==> config.mk <==
export PLATFORM = sky130hd
export DESIGN_NAME = selective_repeat_receiver_top_flat
export DESIGN_NICKNAME = d
export VERILOG_FILES = /design/src/sv/srr_pkg.sv /design/src/sv/srr_ifs.sv /design/src/sv/srr_ring_alu.sv /design/src/sv/srr_slot_mem.sv /design/src/sv/selective_repeat_receiver_top.sv /design/src/flat_wrapper.sv
export SDC_FILE = /design/constraint.sdc
export NUM_CORES = 1
export LEC_CHECK = 0
export BUFFER_PORTS_ARGS = -buffer_cell sky130_fd_sc_hd__buf_2
export CAP_MARGIN = 10
export CORE_ASPECT_RATIO = 1.2
export CORE_UTILIZATION = 58
export CTS_CLUSTER_DIAMETER = 200
export DETAILED_ROUTE_END_ITERATION = 6
export GPL_TIMING_DRIVEN = 0
export PLACE_DENSITY = 0.75
export SYNTH_ARGS = -nofsm -noshare
export SYNTH_HDL_FRONTEND = slang
export SYNTH_HIERARCHICAL = 1
export SYNTH_SLANG_ARGS = --single-unit
==> constraint.sdc <==
create_clock -name clk -period 9.5 [get_ports clk]
set_input_delay 1.9 -clock clk [delete_from_list [all_inputs] [get_ports clk]]
set_output_delay 1.9 -clock clk [all_outputs]
set_load 0.005 [all_outputs]
==> src/sv/srr_pkg.sv <==
`default_nettype none
package srr_pkg;

	localparam int unsigned WIN_W       = 4;
	localparam int unsigned RESET_WIN   = 10;
	localparam int unsigned MAX_RELEASE = 10;
	localparam int unsigned CNT_W       = 4;

	typedef enum logic {
		KIND_DELIVER = 1'b0,
		KIND_ACK     = 1'b1
	} kind_t;

	typedef enum logic {
		ALU_INC,
		ALU_DIST
	} alu_op_t;

	typedef enum logic [2:0] {
		ST_IDLE,
		ST_CHECK,
		ST_COUNT,
		ST_READ,
		ST_DELIV,
		ST_WAIT_D,
		ST_ACK,
		ST_WAIT_A
	} state_t;

endpackage
`default_nettype wire

==> src/sv/srr_ifs.sv <==
`default_nettype none
interface srr_in_if #(
	parameter int unsigned SEQ_W        = 5,
	parameter int unsigned PAYLOAD_BITS = 32
);
	logic                    valid;
	logic                    ready;
	logic [SEQ_W-1:0]        seq_number;
	logic [PAYLOAD_BITS-1:0] payload;

	modport source (output valid, seq_number, payload, input ready);
	modport sink   (input valid, seq_number, payload, output ready);
endinterface

interface srr_out_if #(
	parameter int unsigned SEQ_W        = 5,
	parameter int unsigned PAYLOAD_BITS = 32
);
	logic                    valid;
	logic                    ready;
	logic                    kind;
	logic [PAYLOAD_BITS-1:0] out_payload;
	logic [SEQ_W-1:0]        ack_number;
	logic [SEQ_W-1:0]        expected_seq;
	logic                    last;

	modport source (output valid, kind, out_payload, ack_number, expected_seq, last,
		input ready);
	modport sink   (input valid, kind, out_payload, ack_number, expected_seq, last,
		output ready);
endinterface
`default_nettype wire

==> src/sv/srr_ring_alu.sv <==
`default_nettype none
// modular step and window distance on slot indices
module srr_ring_alu #(
	parameter int unsigned SEQ_COUNT = 20
) (
	input  wire srr_pkg::alu_op_t           op,
	input  wire [$clog2(SEQ_COUNT)-1:0]     a,
	input  wire [$clog2(SEQ_COUNT)-1:0]     b,
	output logic [$clog2(SEQ_COUNT)-1:0]    y
);
	import srr_pkg::*;

	localparam int unsigned IDX_W = $clog2(SEQ_COUNT);

	logic [IDX_W:0] wrap_sum;

	always_comb begin
		wrap_sum = {1'b0, a} + (IDX_W+1)'(SEQ_COUNT) - {1'b0, b};
		unique case (op)
			ALU_INC: begin
				y = (a == IDX_W'(SEQ_COUNT - 1)) ? '0 : a + IDX_W'(1);
			end
			ALU_DIST: begin
				y = (a >= b) ? a - b : wrap_sum[IDX_W-1:0];
			end
			default: begin
				y = '0;
			end
		endcase
	end

endmodule
`default_nettype wire

==> src/sv/srr_slot_mem.sv <==
`default_nettype none
module srr_slot_mem #(
	parameter int unsigned SEQ_COUNT    = 20,
	parameter int unsigned PAYLOAD_BITS = 32
) (
	input  wire                           clk,
	input  wire                           we,
	input  wire [$clog2(SEQ_COUNT)-1:0]   waddr,
	input  wire [PAYLOAD_BITS-1:0]        wdata,
	input  wire [$clog2(SEQ_COUNT)-1:0]   raddr,
	output logic [PAYLOAD_BITS-1:0]       rdata
);
	logic [PAYLOAD_BITS-1:0] mem [SEQ_COUNT];

	always_ff @(posedge clk) begin
		if (we) begin
			mem[waddr] <= wdata;
		end
	end

	always_ff @(posedge clk) begin
		rdata <= mem[raddr];
	end

endmodule
`default_nettype wire

==> src/sv/selective_repeat_receiver_top.sv <==
// Acknowledgement path when nothing is released: CHECK, then ACK, then WAIT_A shows the acknowledgement.
// With n released slots: run counting in COUNT, then each delivery in READ, DELIV and WAIT_D
// (memory read, load, handshake) and the acknowledgement after them.
// One request at a time: a new request is taken only once the block is back in idle.
// Reset (arst_n low, asynchronous): window 10, all slots empty, expected sequence number 1 (slot 0), idle.
`default_nettype none
module selective_repeat_receiver_top #(
	parameter int unsigned SEQ_COUNT    = 20,
	parameter int unsigned PAYLOAD_BITS = 32
) (
	input  wire                      clk,
	input  wire                      arst_n,
	input  wire                      cfg_we,
	input  wire [srr_pkg::WIN_W-1:0] cfg_wdata,
	srr_in_if.sink                   in_ch,
	srr_out_if.source                out_ch
);
	import srr_pkg::*;

	localparam int unsigned IDX_W   = $clog2(SEQ_COUNT);
	localparam int unsigned SEQ_W   = $clog2(SEQ_COUNT + 1);
	localparam int unsigned HALF    = SEQ_COUNT / 2;
	localparam int unsigned WIN_CAP = (HALF < MAX_RELEASE) ? HALF : MAX_RELEASE;
	localparam int unsigned CMP_W   = 8;

	state_t                  state_q, state_d;
	logic [WIN_W-1:0]        window_q;
	logic [SEQ_COUNT-1:0]    filled_q;
	logic [IDX_W-1:0]        ne_q;
	logic [IDX_W-1:0]        ptr_q;
	logic [CNT_W-1:0]        cnt_q;
	logic [CNT_W-1:0]        rem_q;
	logic [SEQ_W-1:0]        seq_q;
	logic [PAYLOAD_BITS-1:0] data_q;
	kind_t                   kind_q;
	logic [PAYLOAD_BITS-1:0] opay_q;
	logic                    last_q;

	alu_op_t                 alu_op;
	logic [IDX_W-1:0]        alu_a;
	logic [IDX_W-1:0]        alu_b;
	logic [IDX_W-1:0]        alu_y;

	logic                    in_range;
	logic [IDX_W-1:0]        slot;
	logic [CMP_W-1:0]        win_eff;
	logic                    in_win;
	logic                    hit;
	logic                    mem_we;
	logic [PAYLOAD_BITS-1:0] mem_rdata;
	logic                    run_more;
	logic                    in_take;
	logic                    out_take;
	logic [SEQ_W:0]          exp_one;

	srr_ring_alu #(.SEQ_COUNT(SEQ_COUNT)) u_alu (
		.op (alu_op),
		.a  (alu_a),
		.b  (alu_b),
		.y  (alu_y)
	);

	srr_slot_mem #(.SEQ_COUNT(SEQ_COUNT), .PAYLOAD_BITS(PAYLOAD_BITS)) u_mem (
		.clk   (clk),
		.we    (mem_we),
		.waddr (slot),
		.wdata (data_q),
		.raddr (ptr_q),
		.rdata (mem_rdata)
	);

	always_comb begin
		in_range = (seq_q != '0) && ({1'b0, seq_q} <= (SEQ_W+1)'(SEQ_COUNT));
		slot     = IDX_W'(seq_q - SEQ_W'(1));
		win_eff  = ({{(CMP_W-WIN_W){1'b0}}, window_q} > CMP_W'(WIN_CAP)) ?
			CMP_W'(WIN_CAP) : {{(CMP_W-WIN_W){1'b0}}, window_q};
		in_win   = in_range && ({{(CMP_W-IDX_W){1'b0}}, alu_y} < win_eff);
		hit      = in_win && (slot == ne_q);
		run_more = (cnt_q < CNT_W'(MAX_RELEASE)) && filled_q[ptr_q];
		in_take  = in_ch.valid && in_ch.ready;
		out_take = out_ch.valid && out_ch.ready;
		exp_one  = {{(SEQ_W+1-IDX_W){1'b0}}, ne_q} + (SEQ_W+1)'(1);
	end

	// next state
	always_comb begin
		state_d = state_q;
		unique case (state_q)
			ST_IDLE:   if (in_take) state_d = ST_CHECK;
			ST_CHECK:  state_d = hit ? ST_COUNT : ST_ACK;
			ST_COUNT:  if (!run_more) state_d = ST_READ;
			ST_READ:   state_d = ST_DELIV;
			ST_DELIV:  state_d = ST_WAIT_D;
			ST_WAIT_D: if (out_take) state_d = (rem_q == '0) ? ST_ACK : ST_READ;
			ST_ACK:    state_d = ST_WAIT_A;
			ST_WAIT_A: if (out_take) state_d = ST_IDLE;
			default:   state_d = ST_IDLE;
		endcase
	end

	// outputs
	always_comb begin
		alu_op      = ALU_INC;
		alu_a       = ptr_q;
		alu_b       = ne_q;
		mem_we      = 1'b0;
		in_ch.ready = 1'b0;
		unique case (state_q)
			ST_IDLE: begin
				in_ch.ready = 1'b1;
			end
			ST_CHECK: begin
				alu_op = ALU_DIST;
				alu_a  = slot;
				mem_we = in_win && !filled_q[slot];
			end
			default: begin
			end
		endcase
	end

	assign out_ch.valid        = (state_q == ST_WAIT_D) || (state_q == ST_WAIT_A);
	assign out_ch.kind         = kind_q;
	assign out_ch.out_payload  = opay_q;
	assign out_ch.ack_number   = seq_q;
	assign out_ch.expected_seq = exp_one[SEQ_W-1:0];
	assign out_ch.last         = last_q;

	always_ff @(posedge clk or negedge arst_n) begin
		if (!arst_n) begin
			state_q  <= ST_IDLE;
			window_q <= WIN_W'(RESET_WIN);
			filled_q <= '0;
			ne_q     <= '0;
			ptr_q    <= '0;
			cnt_q    <= '0;
			rem_q    <= '0;
		end else begin
			state_q <= state_d;
			if (cfg_we) begin
				window_q <= cfg_wdata;
			end
			unique case (state_q)
				ST_CHECK: begin
					if (mem_we) begin
						filled_q[slot] <= 1'b1;
					end
					ptr_q <= ne_q;
					cnt_q <= '0;
				end
				ST_COUNT: begin
					if (run_more) begin
						cnt_q <= cnt_q + CNT_W'(1);
						ptr_q <= alu_y;
					end else begin
						ne_q  <= ptr_q;
						ptr_q <= ne_q;
						rem_q <= cnt_q;
					end
				end
				ST_DELIV: begin
					filled_q[ptr_q] <= 1'b0;
					ptr_q           <= alu_y;
					rem_q           <= rem_q - CNT_W'(1);
				end
				default: begin
				end
			endcase
		end
	end

	always_ff @(posedge clk) begin
		if (in_take) begin
			seq_q  <= in_ch.seq_number;
			data_q <= in_ch.payload;
		end
		if (state_q == ST_DELIV) begin
			kind_q <= KIND_DELIVER;
			opay_q <= mem_rdata;
			last_q <= 1'b0;
		end else if (state_q == ST_ACK) begin
			kind_q <= KIND_ACK;
			opay_q <= '0;
			last_q <= 1'b1;
		end
	end

endmodule
`default_nettype wire

==> src/flat_wrapper.sv <==
// flat-port wrapper written by rule: the top's interface ports become plain ports
module selective_repeat_receiver_top_flat import srr_pkg::*;
#(
	parameter int unsigned SEQ_COUNT    = 20,
	parameter int unsigned PAYLOAD_BITS = 32
)
  (clk, arst_n, cfg_we, cfg_wdata, in_ch_valid, in_ch_seq_number, in_ch_payload, in_ch_ready, out_ch_valid, out_ch_kind, out_ch_out_payload, out_ch_ack_number, out_ch_expected_seq, out_ch_last, out_ch_ready);
  srr_in_if #(.PAYLOAD_BITS(PAYLOAD_BITS)) in_ch_i ();
  srr_out_if #(.PAYLOAD_BITS(PAYLOAD_BITS)) out_ch_i ();
  input  wire clk;
  input  wire arst_n;
  input  wire cfg_we;
  input  wire [srr_pkg::WIN_W-1:0] cfg_wdata;
  input wire logic [$bits(in_ch_i.valid)-1:0] in_ch_valid;
  input wire logic [$bits(in_ch_i.seq_number)-1:0] in_ch_seq_number;
  input wire logic [$bits(in_ch_i.payload)-1:0] in_ch_payload;
  output wire logic [$bits(in_ch_i.ready)-1:0] in_ch_ready;
  output wire logic [$bits(out_ch_i.valid)-1:0] out_ch_valid;
  output wire logic [$bits(out_ch_i.kind)-1:0] out_ch_kind;
  output wire logic [$bits(out_ch_i.out_payload)-1:0] out_ch_out_payload;
  output wire logic [$bits(out_ch_i.ack_number)-1:0] out_ch_ack_number;
  output wire logic [$bits(out_ch_i.expected_seq)-1:0] out_ch_expected_seq;
  output wire logic [$bits(out_ch_i.last)-1:0] out_ch_last;
  input wire logic [$bits(out_ch_i.ready)-1:0] out_ch_ready;
  assign in_ch_i.valid = in_ch_valid;
  assign in_ch_i.seq_number = in_ch_seq_number;
  assign in_ch_i.payload = in_ch_payload;
  assign in_ch_ready = in_ch_i.ready;
  assign out_ch_valid = out_ch_i.valid;
  assign out_ch_kind = out_ch_i.kind;
  assign out_ch_out_payload = out_ch_i.out_payload;
  assign out_ch_ack_number = out_ch_i.ack_number;
  assign out_ch_expected_seq = out_ch_i.expected_seq;
  assign out_ch_last = out_ch_i.last;
  assign out_ch_i.ready = out_ch_ready;
  selective_repeat_receiver_top #(.SEQ_COUNT(SEQ_COUNT), .PAYLOAD_BITS(PAYLOAD_BITS)) u_core (.clk(clk), .arst_n(arst_n), .cfg_we(cfg_we), .cfg_wdata(cfg_wdata), .in_ch(in_ch_i), .out_ch(out_ch_i));
endmodule
# After elaboration in Yosys (flattened, before gate mapping)
# Memory sizes are Yosys's and may differ from the RTL's. A register that Yosys moved wholly into a read port is not among the register bits.
# Index checks and enable logic that the tools add are counted.
# totals
register_bits	115
ram_bits	640
in_bits	46
out_inout_bits	46
elab_cells	108
mem_count	1
# memory_table
memory	words	word_bits	rd	rd_ports_with_merged_regs	write_ports	line_no	source
u_core.u_mem.mem	20	32	1	1	1	srr_slot_mem.sv:13	logic [PAYLOAD_BITS-1:0] mem [SEQ_COUNT];
# classes
add_sub_neg	8
order_cmp	9
eq_ne	15
mux	35
bitwise_logic	5
reduce_logical	24
# ops
operator	n
32-bit 2-to-1 mux	2
20-bit case mux with 2 select lines	1
3-bit case mux with 8 select lines	1
20-bit bitwise AND	1
20-bit 2-to-1 mux	1
5-bit 2-to-1 mux	4
20-bit inverter	1
20-bit bitwise OR	1
3-bit 2-to-1 mux	6
4-bit case mux with 2 select lines	2
5-bit case mux with 3 select lines	1
3-bit == test, second input constant	4
5-bit by 6-bit less-than comparator with 1-bit output, second input constant	2
4-bit 2-to-1 mux	3
5-bit by 1-bit adder with 5-bit output, second input constant	2
1-bit binary-select mux with 5-bit select	2
1-bit demux with 5-bit select	2
5-bit by 1-bit >= comparator with 1-bit output, second input constant	2
2-bit by 1-bit != test with 1-bit output, second input constant	5
5-bit case mux with 2 select lines	1
5-bit subtractor	2
1-bit logical AND	9
1-bit 2-to-1 mux	9
5-bit by 8-bit less-than comparator with 1-bit output	1
other kinds (23)	31

# Depth between registers and ports, before layout
# Gate-level depths: netlist (run 1).
# depth
ltp_word	12
depth_mapped	23
depth_no_buf	21

# Modules after synthesis
# Netlist (run 1), hierarchy kept.
# modules_own_cells
module	n_inst	cells_each	area_each_um2
srr_slot_mem	1	1362	25459.4
selective_repeat_receiver_top	1	464	5627.9
srr_ring_alu	1	66	533.0

# Worst setup path after synthesis (run 1)
# OpenSTA, ideal clock, no wires.
# synth_timing
kind	reg2reg
start	register u_core.seq_q[0] (netlist: u_core/out_ch.ack_number[0])
end	memory u_core.u_mem.mem[12][0], enable pin
setup_ns	0.421
arrival_ns	6.485
slack_ns	2.593
path_stages_with_launch	22
n_path_buf	3
path_cell_list	edfxtp_1 -> buf_6 -> inv_1 -> ha_1 -> buf_4 -> xnor2_1 -> o21ai_0 -> fa_1 -> inv_1 -> ha_1 -> nor2_1 -> xor2_1 -> o32a_1 -> nand3_1 -> ha_1 -> a2111oi_0 -> and3_1 -> o211ai_2 -> clkbuf_1 -> nor2_1 -> or3b_2 -> nor2_1
# synth_via
elab_chain_len	12
word_cells_on_any_way	23
classes_between	add/sub: 5; order compare: 3; eq/ne: 1; mux: 9; reduce/logical: 5
# synth_lines
element	line_no	source
start: declaration	selective_repeat_receiver_top.sv:33	logic [SEQ_W-1:0] seq_q;
start signal: assignment	selective_repeat_receiver_top.sv:174	seq_q <= in_ch.seq_number;
5-bit by 1-bit subtractor with 5-bit output *	selective_repeat_receiver_top.sv:74	slot = IDX_W'(seq_q - SEQ_W'(1));
via u_core.slot[0]	selective_repeat_receiver_top.sv:45	logic [IDX_W-1:0] slot;
5-bit 2-to-1 mux *	selective_repeat_receiver_top.sv:108	unique case (state_q)
5-bit adder	srr_ring_alu.sv:18	wrap_sum = {1'b0, a} + (IDX_W+1)'(SEQ_COUNT) - {1'b0, b};
5-bit subtractor	srr_ring_alu.sv:18	
5-bit 2-to-1 mux	srr_ring_alu.sv:24	y = (a >= b) ? a - b : wrap_sum[IDX_W-1:0];
5-bit case mux with 2 select lines *	srr_ring_alu.sv:19	unique case (op)
via u_core.alu_y[3]	selective_repeat_receiver_top.sv:42	logic [IDX_W-1:0] alu_y;
5-bit by 8-bit less-than comparator with 1-bit output *	selective_repeat_receiver_top.sv:77	in_win = in_range && ({{(CMP_W-IDX_W){1'b0}}, alu_y} < win_eff);
1-bit logical AND *	selective_repeat_receiver_top.sv:77	
1-bit logical AND *	selective_repeat_receiver_top.sv:115	mem_we = in_win && !filled_q[slot];
1-bit 2-to-1 mux *	selective_repeat_receiver_top.sv:108	
via u_core.mem_we	selective_repeat_receiver_top.sv:49	logic mem_we;
1-bit 2-to-1 mux *	srr_slot_mem.sv:16	if (we) begin
1-bit 2-to-1 mux (implied by the code) *	srr_slot_mem.sv:17	mem[waddr] <= wdata;
end: declaration	srr_slot_mem.sv:13	
# Mark *: on every way through the listed nets, which the timed path passes. The rest lies on a longest branch. The select of a mux whose other input is x is not followed.

# Worst setup path in the final report (run 1)
# layout_timing
start	register u_core.seq_q[0] (netlist: u_core/out_ch.ack_number[0])
end	memory u_core.u_mem.mem[12][17], enable pin
# The elaborated chain is that of the path after synthesis.

==> results of run 1 <==
report_power, final:
group | internal (uW) | leakage, uW | switching (uW)
combinational | 1060 | 0.00374 | 1730
clock | 1710 | 0.00121 | 1260
sequential | 4060 | 0.00726 | 178
Yosys cell counts, types with 16 or more instances:
cell type,instances,area [um^2]
a211oi_1,33,248
a21oi_1,43,215
a22oi_1,33,248
and3_1,33,206
buf_2,33,165
buf_6,21,236
clkbuf_1,28,105
dfrtp_1,43,1080
dfxtp_1,33,661
edfxtp_1,709,21300
ha_1,24,300
inv_1,31,116
mux2_2,43,484
mux2i_1,227,2270
mux4_2,40,901
nand2_1,91,342
nand3_1,96,480
nor2_1,82,308
o21ai_0,42,210
o22ai_1,34,213
o31ai_1,16,120
cell type report:
cell class / count / area, um^2 / share of cell area, %
plain buffers: 99 / 649 / 1.80
clock buffers: 91 / 2020 / 5.59
clock inverters: 45 / 442 / 1.22
inverters: 32 / 120 / 0.332
multi-input cells: 974 / 7930 / 22.0
flip-flops and latches: 787 / 23100 / 63.9
well taps: 712 / 891 / 2.47
repair buffers: 115 / 996 / 2.76
per-stage QoR:
step / utilization [%] / TNS (ns) / cells / hold WS, ns / setup WS, ns
finish: 67.2 / 0 / 2855 / 0.530 / 1.54
global placement: 61.3 / -93.67 / 2695 / 0.482 / -0.612
detailed placement: 62.6 / 0 / 2719 / 0.516 / 1.61
global route: 67.2 / 0 / 2855 / 0.555 / 1.07
CTS: 67.2 / 0 / 2855 / 0.540 / 1.60
floorplan: - / 0 / 1892 / 0.480 / 2.59
layer usage:
metal	wire length, um	vias up	GRT usage (%)
met5	0	-	0
met4	3630	0	13.8
met1	29200	9149	35.8
met3	5720	216	4.13
met2	38600	830	47.2
li1	-	7793	-
cell families after synthesis:
group / Yosys count / synth area share [%]
buffers and inverters: 131 / 2.43
flip-flops: 787 / 73.0
adder cells (fa/ha/maj): 28 / 1.18
multiplexers: 313 / 11.7
AND/OR/NAND/NOR: 365 / 5.77
AO/OA/AOI/OAI: 252 / 5.39
XOR/XNOR: 16 / 0.510
final timing paths:
| path | from | endpoint | cells past startpoint |
|---|---|---|---|
| worst max-delay path | u_core/out_ch.ack_number[0]$_DFFE_PP_ | u_core/u_mem/mem[12][17]$_DFFE_PP_ | 22 |
| max in group asynchronous | arst_n | u_core/cnt_q[1]$_DFFE_PN0P_ | 1 |
| worst max register to register | u_core/out_ch.ack_number[0]$_DFFE_PP_ | u_core/u_mem/mem[12][17]$_DFFE_PP_ | 22 |
| min in group asynchronous | arst_n | u_core/window_q[0]$_DFFE_PN0P_ | 1 |
| worst min-delay path | u_core/window_q[0]$_DFFE_PN0P_ | u_core/window_q[0]$_DFFE_PN0P_ | 1 |
| worst min register to register | u_core/window_q[0]$_DFFE_PN0P_ | u_core/window_q[0]$_DFFE_PN0P_ | 1 |
flip-flops by register name, summed over array words and instances (netlist names):
| signal | count |
|---|---|
| u_core/u_mem/mem | 640 |
| u_core/data_q | 32 |
| u_core/out_ch.out_payload | 32 |
| u_core/u_mem/rdata | 32 |
| u_core/filled_q | 20 |
| u_core/alu_b | 5 |
| u_core/out_ch.ack_number | 5 |
| u_core/ptr_q | 5 |
| u_core/cnt_q | 4 |
| u_core/rem_q | 4 |
| u_core/window_q | 4 |
| u_core/state_q | 3 |
| u_core/out_ch.last | 1 |
placed cells by master (no fill, tap or decap), types with 34 or more instances in the layout:
master,synthesis,routed
edfxtp_1,709,709
mux2i_1,227,227
buf_2,33,124
nand3_1,96,96
nand2_1,91,91
clkbuf_16,0,76
nor2_1,82,61
a21oi_1,43,43
mux2_2,43,43
dfrtp_1,43,43
o21ai_0,42,42
mux4_2,40,40
clkbuf_1,28,37
o22ai_1,34,34
==> results.md, run 1 <==
* Post-Syn Area at 0.0316 mm^2
* Vias per cell at 6.30
* Distinct cells, synth at 87
* Setup slack, reg-to-reg at 1.54 ns
* Final #Nets at 2,156
* Top cell by count, worst path: ha_1
* Max incr delay on CP at 0.77 ns
* Fin. Hold Viols at 0
* Initial antenna violation count at 0
* Hold_buf cts at 0
* Critical path buffer and inverter count at 6
* Dpl cell area at 0.0337 mm^2
* Clock Sinks at 787
* Total power at 10000 uW
* Cells after Synth at 1,892
* Worst path cell trace: buf_6, inv_1, ha_1, buf_4, xnor2_1, o21ai_0, fa_1, inv_1, ha_1, nor2_1, xor2_1, o32a_1, nand3_1, ha_1, a2111oi_0, and3_1, o211ai_2, clkbuf_1, nor2_1, or3b_2, nor2_4, buf_16
* Setup repair bufs after CTS at 0
* Peak supply drop at 0.170 mV
* Number of buffers added on ports at 91
* DP HPWL at 48.4 mm
* CTS tree: done
* Leak at 0.0122 uW
* Max_cap viols at 0
* Die W at 215 um
* Post-synth EDFFs at 709
* Crit share post-route at 83.7%
* Crit-path max FO at 18
* Yosys reg bits at 787
* Skew final at 0.0182 ns
* Fmax at 126 MHz
* Final non-filler cell area at 0.0361 mm^2
* Ys async rst share at 5.72%
* Row count at 93
* Syn Nets at 1,965
* First-pass GRT wire length at 113 mm
* Post-CTS sizing at 0
* Share of cells above drive strength 1 at 20.4%
* RSZ-0062 raised after global routing: no
* Fillcell total at 3,610
* H-tree depth at 3
* All-Layer GR Usage at 28.0%
* Core area at 0.0538 mm^2
* Root Buffer: clkbuf_16
* Largest buffer count on any clock path at 3
* Startpoint Class: flip-flop
* TritonRoute pass-1 iters at 5
* Ys Warns at 6
* Power density over the cells at 277 mW/mm^2
* TritonCTS Buffers at 74
* Hold Crit Class: flip-flop to flip-flop
* Starting Density at 58.8%
* Slew HR at 8.35%
* GRT overflow at 0
* Final GP Congestion at 0.883
* Boundary pin count at 92
* Period minus WS final at 7.96 ns
* Via Count at 18,000
* Outcome: finished clean
* DRT antenna net count at 0
* Tightest Pin Transition at 1.37 ns
* Crit path max-delay family: simple AND/OR/NAND/NOR gates
* Main synth FF type: edfxtp_1
* Worst skew pair latency at 0.62 ns
* Vias in the first global route at 18,000
* CTS clk-pin slew, worst paths at 0.06 ns
* Seq/Total Area, Yosys at 73.0%
* Die height at 258 um
* Final Setup Violations at 0
* Worst path slowest cell: nor2_4
* Critical Path Sink Type: flip-flop
* Final wirelength at 77.1 mm
* DR iter-0 viols at 1,739
* Die area at 0.0555 mm^2
* DRC viols at 0
* Synthesis-to-layout area growth at 14.2%
* Worst Path Class, Setup: flip-flop to flip-flop
* Worst endpoint data arrival time at 8.27 ns
* Max-slew violation count at 0
* Syn avg cell area at 16.7 um^2
* Ant diodes at 0
* Largest net degree at the start of global routing at 46
* CP Data Required Time at 9.81 ns
* Wire length per cell at 27.0 um
Note: power is estimated with default switching activity, not from simulation.
==> run 2: changes to the inputs <==
--- a/config.mk
+++ b/config.mk
@@ -8,11 +8,11 @@
 export BUFFER_PORTS_ARGS = -buffer_cell sky130_fd_sc_hd__buf_2
 export CAP_MARGIN = 10
 export CORE_ASPECT_RATIO = 1.2
-export CORE_UTILIZATION = 58
+export CORE_UTILIZATION = 56
 export CTS_CLUSTER_DIAMETER = 200
 export DETAILED_ROUTE_END_ITERATION = 6
 export GPL_TIMING_DRIVEN = 0
-export PLACE_DENSITY = 0.75
+export PLACE_DENSITY = 0.76
 export SYNTH_ARGS = -nofsm -noshare
 export SYNTH_HDL_FRONTEND = slang
 export SYNTH_HIERARCHICAL = 1
==> constraint.sdc (replaced) <==
create_clock -name clk -period 7.07 [get_ports clk]
set_input_delay 1.414 -clock clk [delete_from_list [all_inputs] [get_ports clk]]
set_output_delay 1.414 -clock clk [all_outputs]
set_load 0.005 [all_outputs]
==> run 2 against run 1 <==
Against the previous run:
- clock skew grew 0.018 ns
- routed wire length grew 1.9%
- power grew 34%
- worst hold slack lost 0.011 ns
- sequential power grew 34%
- non-clock buffer count grew 34
==> results.md, run 2 (synthesized netlist as in run 1, its figures left out) <==
* Outcome: finished clean
* TritonCTS Buffers at 75
* Via Count at 18,300
* Max_cap viols at 0
* Period minus WS final at 6.79 ns
* CTS clk-pin slew, worst paths at 0.06 ns
* DR iter-0 viols at 1,789
* GRT overflow at 0
* Fin. Hold Viols at 0
* Fillcell total at 3,722
* Starting Density at 56.6%
* Worst endpoint data arrival time at 7.09 ns
* Hold WS at 0.519 ns
* Largest register FFs at 640
* Die area at 0.0574 mm^2
* DRC viols at 0
* CP Data Required Time at 7.37 ns
* Hold_buf cts at 0
* Clock Sinks at 787
* Final wirelength at 78.6 mm
* Leak at 0.0124 uW
* Power density over the cells at 366 mW/mm^2
* Vias per cell at 6.28
* Die height at 262 um
* Critical Path Sink Type: flip-flop
* Total power at 13,400 uW
* Area occupied by multi-input gates at 0.00798 mm^2
* H-tree depth at 3
* Startpoint Class: flip-flop
* Most common cell after layout, fill and taps aside: edfxtp_1
* Final #Nets at 2,193
* CTS tree: done
* First-pass GRT wire length at 115 mm
* All-Layer GR Usage at 27.7%
* Crit share post-route at 96.0%
* Post-route setup slack at 0.280 ns
* Crit-path max FO at 21
* Initial antenna violation count at 1
* Worst path cell trace: buf_6, inv_1, ha_1, buf_4, nor3b_2, xnor2_2, inv_2, nor2_1, a21oi_2, inv_1, fa_1, o21ai_4, o32a_1, nand3_1, ha_1, a2111oi_0, and3_1, o211ai_2, clkbuf_2, nor2_2, or3b_4, nor2_4, buf_12
* Peak supply drop at 0.276 mV
* Number of buffers added on ports at 91
* Root Buffer: clkbuf_16
* Final core utilization at 65.5%
* Synthesis-to-layout area growth at 15.7%
* Worst Path Class, Setup: flip-flop to flip-flop
* Largest net degree at the start of global routing at 46
* Final Setup Violations at 0
* Ant diodes at 0
* Core area at 0.0559 mm^2
* Share of cells above drive strength 1 at 22.0%
* DP HPWL at 48.4 mm
* Slew HR at 26.1%
* Skew final at 0.0360 ns
* Sequential standard cell area at 0.0231 mm^2
* Hold Crit Class: flip-flop to flip-flop
* Max-slew violation count at 0
* Die W at 219 um
* TritonRoute pass-1 iters at 6
* Fmax at 147 MHz
* Vias in the first global route at 18,200
* Tightest Pin Transition at 1.11 ns
* Row count at 95
* DRT antenna net count at 0
* Wire length per cell at 27.0 um
* Most frequent cells in the layout: edfxtp_1 (709), mux2i_1 (227), buf_2 (124)
* Worst path slowest cell: edfxtp_1
* Worst skew pair latency at 0.64 ns
* Max incr delay on CP at 0.55 ns
* DP Worst Slack at -0.749 ns
* Most flops, register: u_core/u_mem/mem
* Setup TNS at 0 ns
* Largest buffer count on any clock path at 3
* Final GP Congestion at 0.862
* Boundary pin count at 92
## run 2: changes by cell type in the layout (fill, tap and decap cells not counted), moves of 2 or more
cell	before	now
buf_4	15	34
buf_12	16	33
clkinvlp_4	4	8
buf_16	8	6
bufinv_16	7	5
clkbuf_8	6	4
clkinv_1	11	13
nor2_4	21	23
## run 2: path summary, 6_finish.rpt
kind,endpoint,start,depth (start not counted),slack [ns]
max reg2reg,u_core/u_mem/mem[16][23]$_DFFE_PP_,u_core/out_ch.ack_number[0]$_DFFE_PP_,23,0.28
max,u_core/u_mem/mem[16][23]$_DFFE_PP_,u_core/out_ch.ack_number[0]$_DFFE_PP_,23,0.28
min reg2reg,u_core/out_ch.last$_SDFFE_PP0P_,u_core/out_ch.last$_SDFFE_PP0P_,2,0.52
max in group asynchronous,u_core/cnt_q[1]$_DFFE_PN0P_,arst_n,1,5.37
min,u_core/out_ch.last$_SDFFE_PP0P_,u_core/out_ch.last$_SDFFE_PP0P_,2,0.52
min in group asynchronous,u_core/window_q[2]$_DFFE_PN0P_,arst_n,1,0.99
## run 2: metal layers
layer	up-vias	GRT usage (%)	wire, um
met4	0	13.2	3450
met5	-	0	0
met2	960	45.9	39400
met1	9240	35.5	29000
li1	7872	-	-
met3	204	4.77	6740
## run 2: critical path, delay by kind of cell, from the launching register on
kind	cells	cell delay, ns
buffers and inverters	7	1.59
AND/OR/NAND/NOR	7	1.89
flip-flops	1	0.55
adder cells (fa/ha/maj)	3	1.07
XOR/XNOR	1	0.23
AO/OA/AOI/OAI	5	1.11
## run 2: cell type report
type,instances,area share (%)
sequential,787,63.1
multi-input combinational,976,21.8
clock buffer,91,5.52
timing repair buffer,150,3.92
tap,727,2.49
buffer,98,1.77
clock inverter,48,1.12
inverter,32,0.328
## run 2: through the flow
| step | area (um^2) | std cells |
|---|---|---|
| after floorplan | 31600 | 1892 |
| after global placement | 33000 | 2710 |
| after detailed placement | 33600 | 2731 |
| after CTS | 36500 | 2900 |
| after global routing | 36600 | 2909 |
| final | 36600 | 2909 |
## run 2: power by group
group / total [uW] / switching (uW) / internal (uW)
registers: 5700 / 245 / 5450
clock network: 3940 / 1710 / 2230
logic: 3760 / 2320 / 1440
## run 2: timing repair
action | in CTS | in global routing
resized for setup | 6 | 5
pin swaps | 19 | 4
endpoints found under the setup margin | 640 | 640
cloned | 2 | 0
setup buffers | 29 | 8
==> run 3: changes to the inputs <==
--- a/config.mk
+++ b/config.mk
@@ -12,7 +12,7 @@
 export CTS_CLUSTER_DIAMETER = 200
 export DETAILED_ROUTE_END_ITERATION = 6
 export GPL_TIMING_DRIVEN = 0
-export PLACE_DENSITY = 0.76
+export PLACE_DENSITY_LB_ADDON = 0.1
 export SYNTH_ARGS = -nofsm -noshare
 export SYNTH_HDL_FRONTEND = slang
 export SYNTH_HIERARCHICAL = 1
==> run 3 against run 2 <==
Against the previous run:
- via count shrank 2.2%
- clock power grew 7.4%
- non-clock buffer count shrank 11
- setup slack gained 0.12 ns
- combinational power is essentially flat
- die area is the same
- critical path depth shrank 2
- clock-buffer cell count grew 24
- clock skew shrank 0.018 ns
==> results.md, run 3 (synthesized netlist as in run 1, its figures left out) <==
* Crit-path max FO at 10
* TritonRoute pass-1 iters at 5
* CTS tree: done
* Row count at 95
* First-pass GRT wire length at 116 mm
* H-tree depth at 3
* Synthesis-to-layout area growth at 16.0%
* Fin. Hold Viols at 0
* Die area at 0.0574 mm^2
* Final core utilization at 65.6%
* Startpoint Class: flip-flop
* Die W at 219 um
* Largest net degree at the start of global routing at 46
* Most flops, register: u_core/u_mem/mem
* Max-slew violation count at 0
* Final #Nets at 2,183
* TritonCTS Buffers at 78
* Peak supply drop at 0.258 mV
* Most common cell after layout, fill and taps aside: edfxtp_1
* CTS clk-pin slew, worst paths at 0.06 ns
* Dpl cells at 2,733
* Outcome: finished clean
* Crit share post-route at 94.4%
* DP Worst Slack at -0.780 ns
* Root Buffer: clkbuf_16
* Final GP Congestion at 0.896
* RSZ-0062 raised after global routing: no
* Period minus WS final at 6.67 ns
* Post-route insts no fill at 2,901
* Critical Path Sink Type: flip-flop
* Final Setup Violations at 0
* Largest register FFs at 640
* DR iter-0 viols at 1,670
* Initial antenna violation count at 1
* DRC viols at 0
* DP HPWL at 49.5 mm
* Clock Sinks at 787
* Worst endpoint data arrival time at 6.99 ns
* Post-route setup slack at 0.399 ns
* Hold Crit Class: flip-flop to flip-flop
* Via Count at 17,900
* Core area at 0.0559 mm^2
* CP Data Required Time at 7.39 ns
* Die height at 262 um
* GRT overflow at 0
* Starting Density at 56.6%
* Most frequent cells in the layout: edfxtp_1 (709), mux2i_1 (227), buf_2 (124)
* Wire length per cell at 27.3 um
* Vias per cell at 6.16
* Setup slack, reg-to-reg at 0.40 ns
* Slew HR at 24.0%
* Fmax at 150 MHz
* Setup TNS at 0 ns
* Boundary pin count at 92
* Leak at 0.0124 uW
* Number of buffers added on ports at 91
* Tightest Pin Transition at 1.14 ns
* Skew final at 0.0177 ns
* Hold_buf cts at 0
* Vias in the first global route at 17,800
* Power density over the cells at 373 mW/mm^2
* Worst skew pair latency at 0.63 ns
* Ant diodes at 0
* All-Layer GR Usage at 28.3%
* Largest buffer count on any clock path at 3
* DRT antenna net count at 0
* Max_cap viols at 0
* Final wirelength at 79.3 mm
* Worst Path Class, Setup: flip-flop to flip-flop
* Share of cells above drive strength 1 at 21.5%
## run 3: final timing paths
path | endpoint | cells past startpoint | from
min in group asynchronous | u_core/window_q[0]$_DFFE_PN0P_ | 1 | arst_n
worst min-delay path | u_core/out_ch.last$_SDFFE_PP0P_ | 2 | u_core/out_ch.last$_SDFFE_PP0P_
worst max-delay path | u_core/u_mem/mem[6][6]$_DFFE_PP_ | 21 | u_core/out_ch.ack_number[0]$_DFFE_PP_
worst min register to register | u_core/out_ch.last$_SDFFE_PP0P_ | 2 | u_core/out_ch.last$_SDFFE_PP0P_
worst max register to register | u_core/u_mem/mem[6][6]$_DFFE_PP_ | 21 | u_core/out_ch.ack_number[0]$_DFFE_PP_
max in group asynchronous | u_core/cnt_q[3]$_DFFE_PN0P_ | 1 | arst_n
## run 3: timing repair
action                     4_1_cts  5_1_grt
setup endpoints to repair      640      640
setup buffers                   23        2
gates resized for setup          3        7
pin swaps                       20        0
## run 3: metrics by stage
step	cell area (um^2)	power [uW]	hold WS [ns]
final	36700	13700	0.508
after CTS	36600	13700	0.497
after global routing	36700	14200	0.543
after detailed placement	33600	9510	0.481
after global placement	33000	9420	0.482
after floorplan	31600	8180	0.480
## run 3: final cells by class
class,instances,area [um^2]
clock inverter,29,384
buffer,98,646
sequential,787,23100
inverter,32,120
clock buffer,115,2250
timing repair buffer,139,1320
multi-input combinational,974,7970
tap,727,910
fill,3911,19200
## run 3: critical path, cell delays in order (launching register included)
cell	delay, ns
edfxtp_1	0.44
buf_6	0.19
inv_1	0.25
ha_1	0.20
buf_4	0.20
xnor2_4	0.14
o21ai_1	0.59
inv_1	0.16
ha_1	0.41
a31oi_1	0.34
o21ai_4	0.15
o32a_1	0.36
nand3_1	0.14
ha_1	0.27
a2111oi_0	0.39
and3_1	0.26
o211ai_2	0.16
clkbuf_1	0.29
nor2_2	0.29
nand3b_1	0.46
nor2_4	0.39
buf_4	0.25
## run 3: per-layer routing
| layer | track usage [%] | vias up | routed length [um] |
|---|---|---|---|
| met5 | 0 | - | 12 |
| met4 | 11.1 | 2 | 2840 |
| met3 | 3.95 | 170 | 5320 |
| met2 | 47.2 | 712 | 39700 |
| met1 | 37.8 | 9135 | 31500 |
| li1 | - | 7849 | - |
## run 3: where the power goes
group	internal (uW)	switching, uW
registers	5450	247
logic	1430	2310
clock network	2510	1730
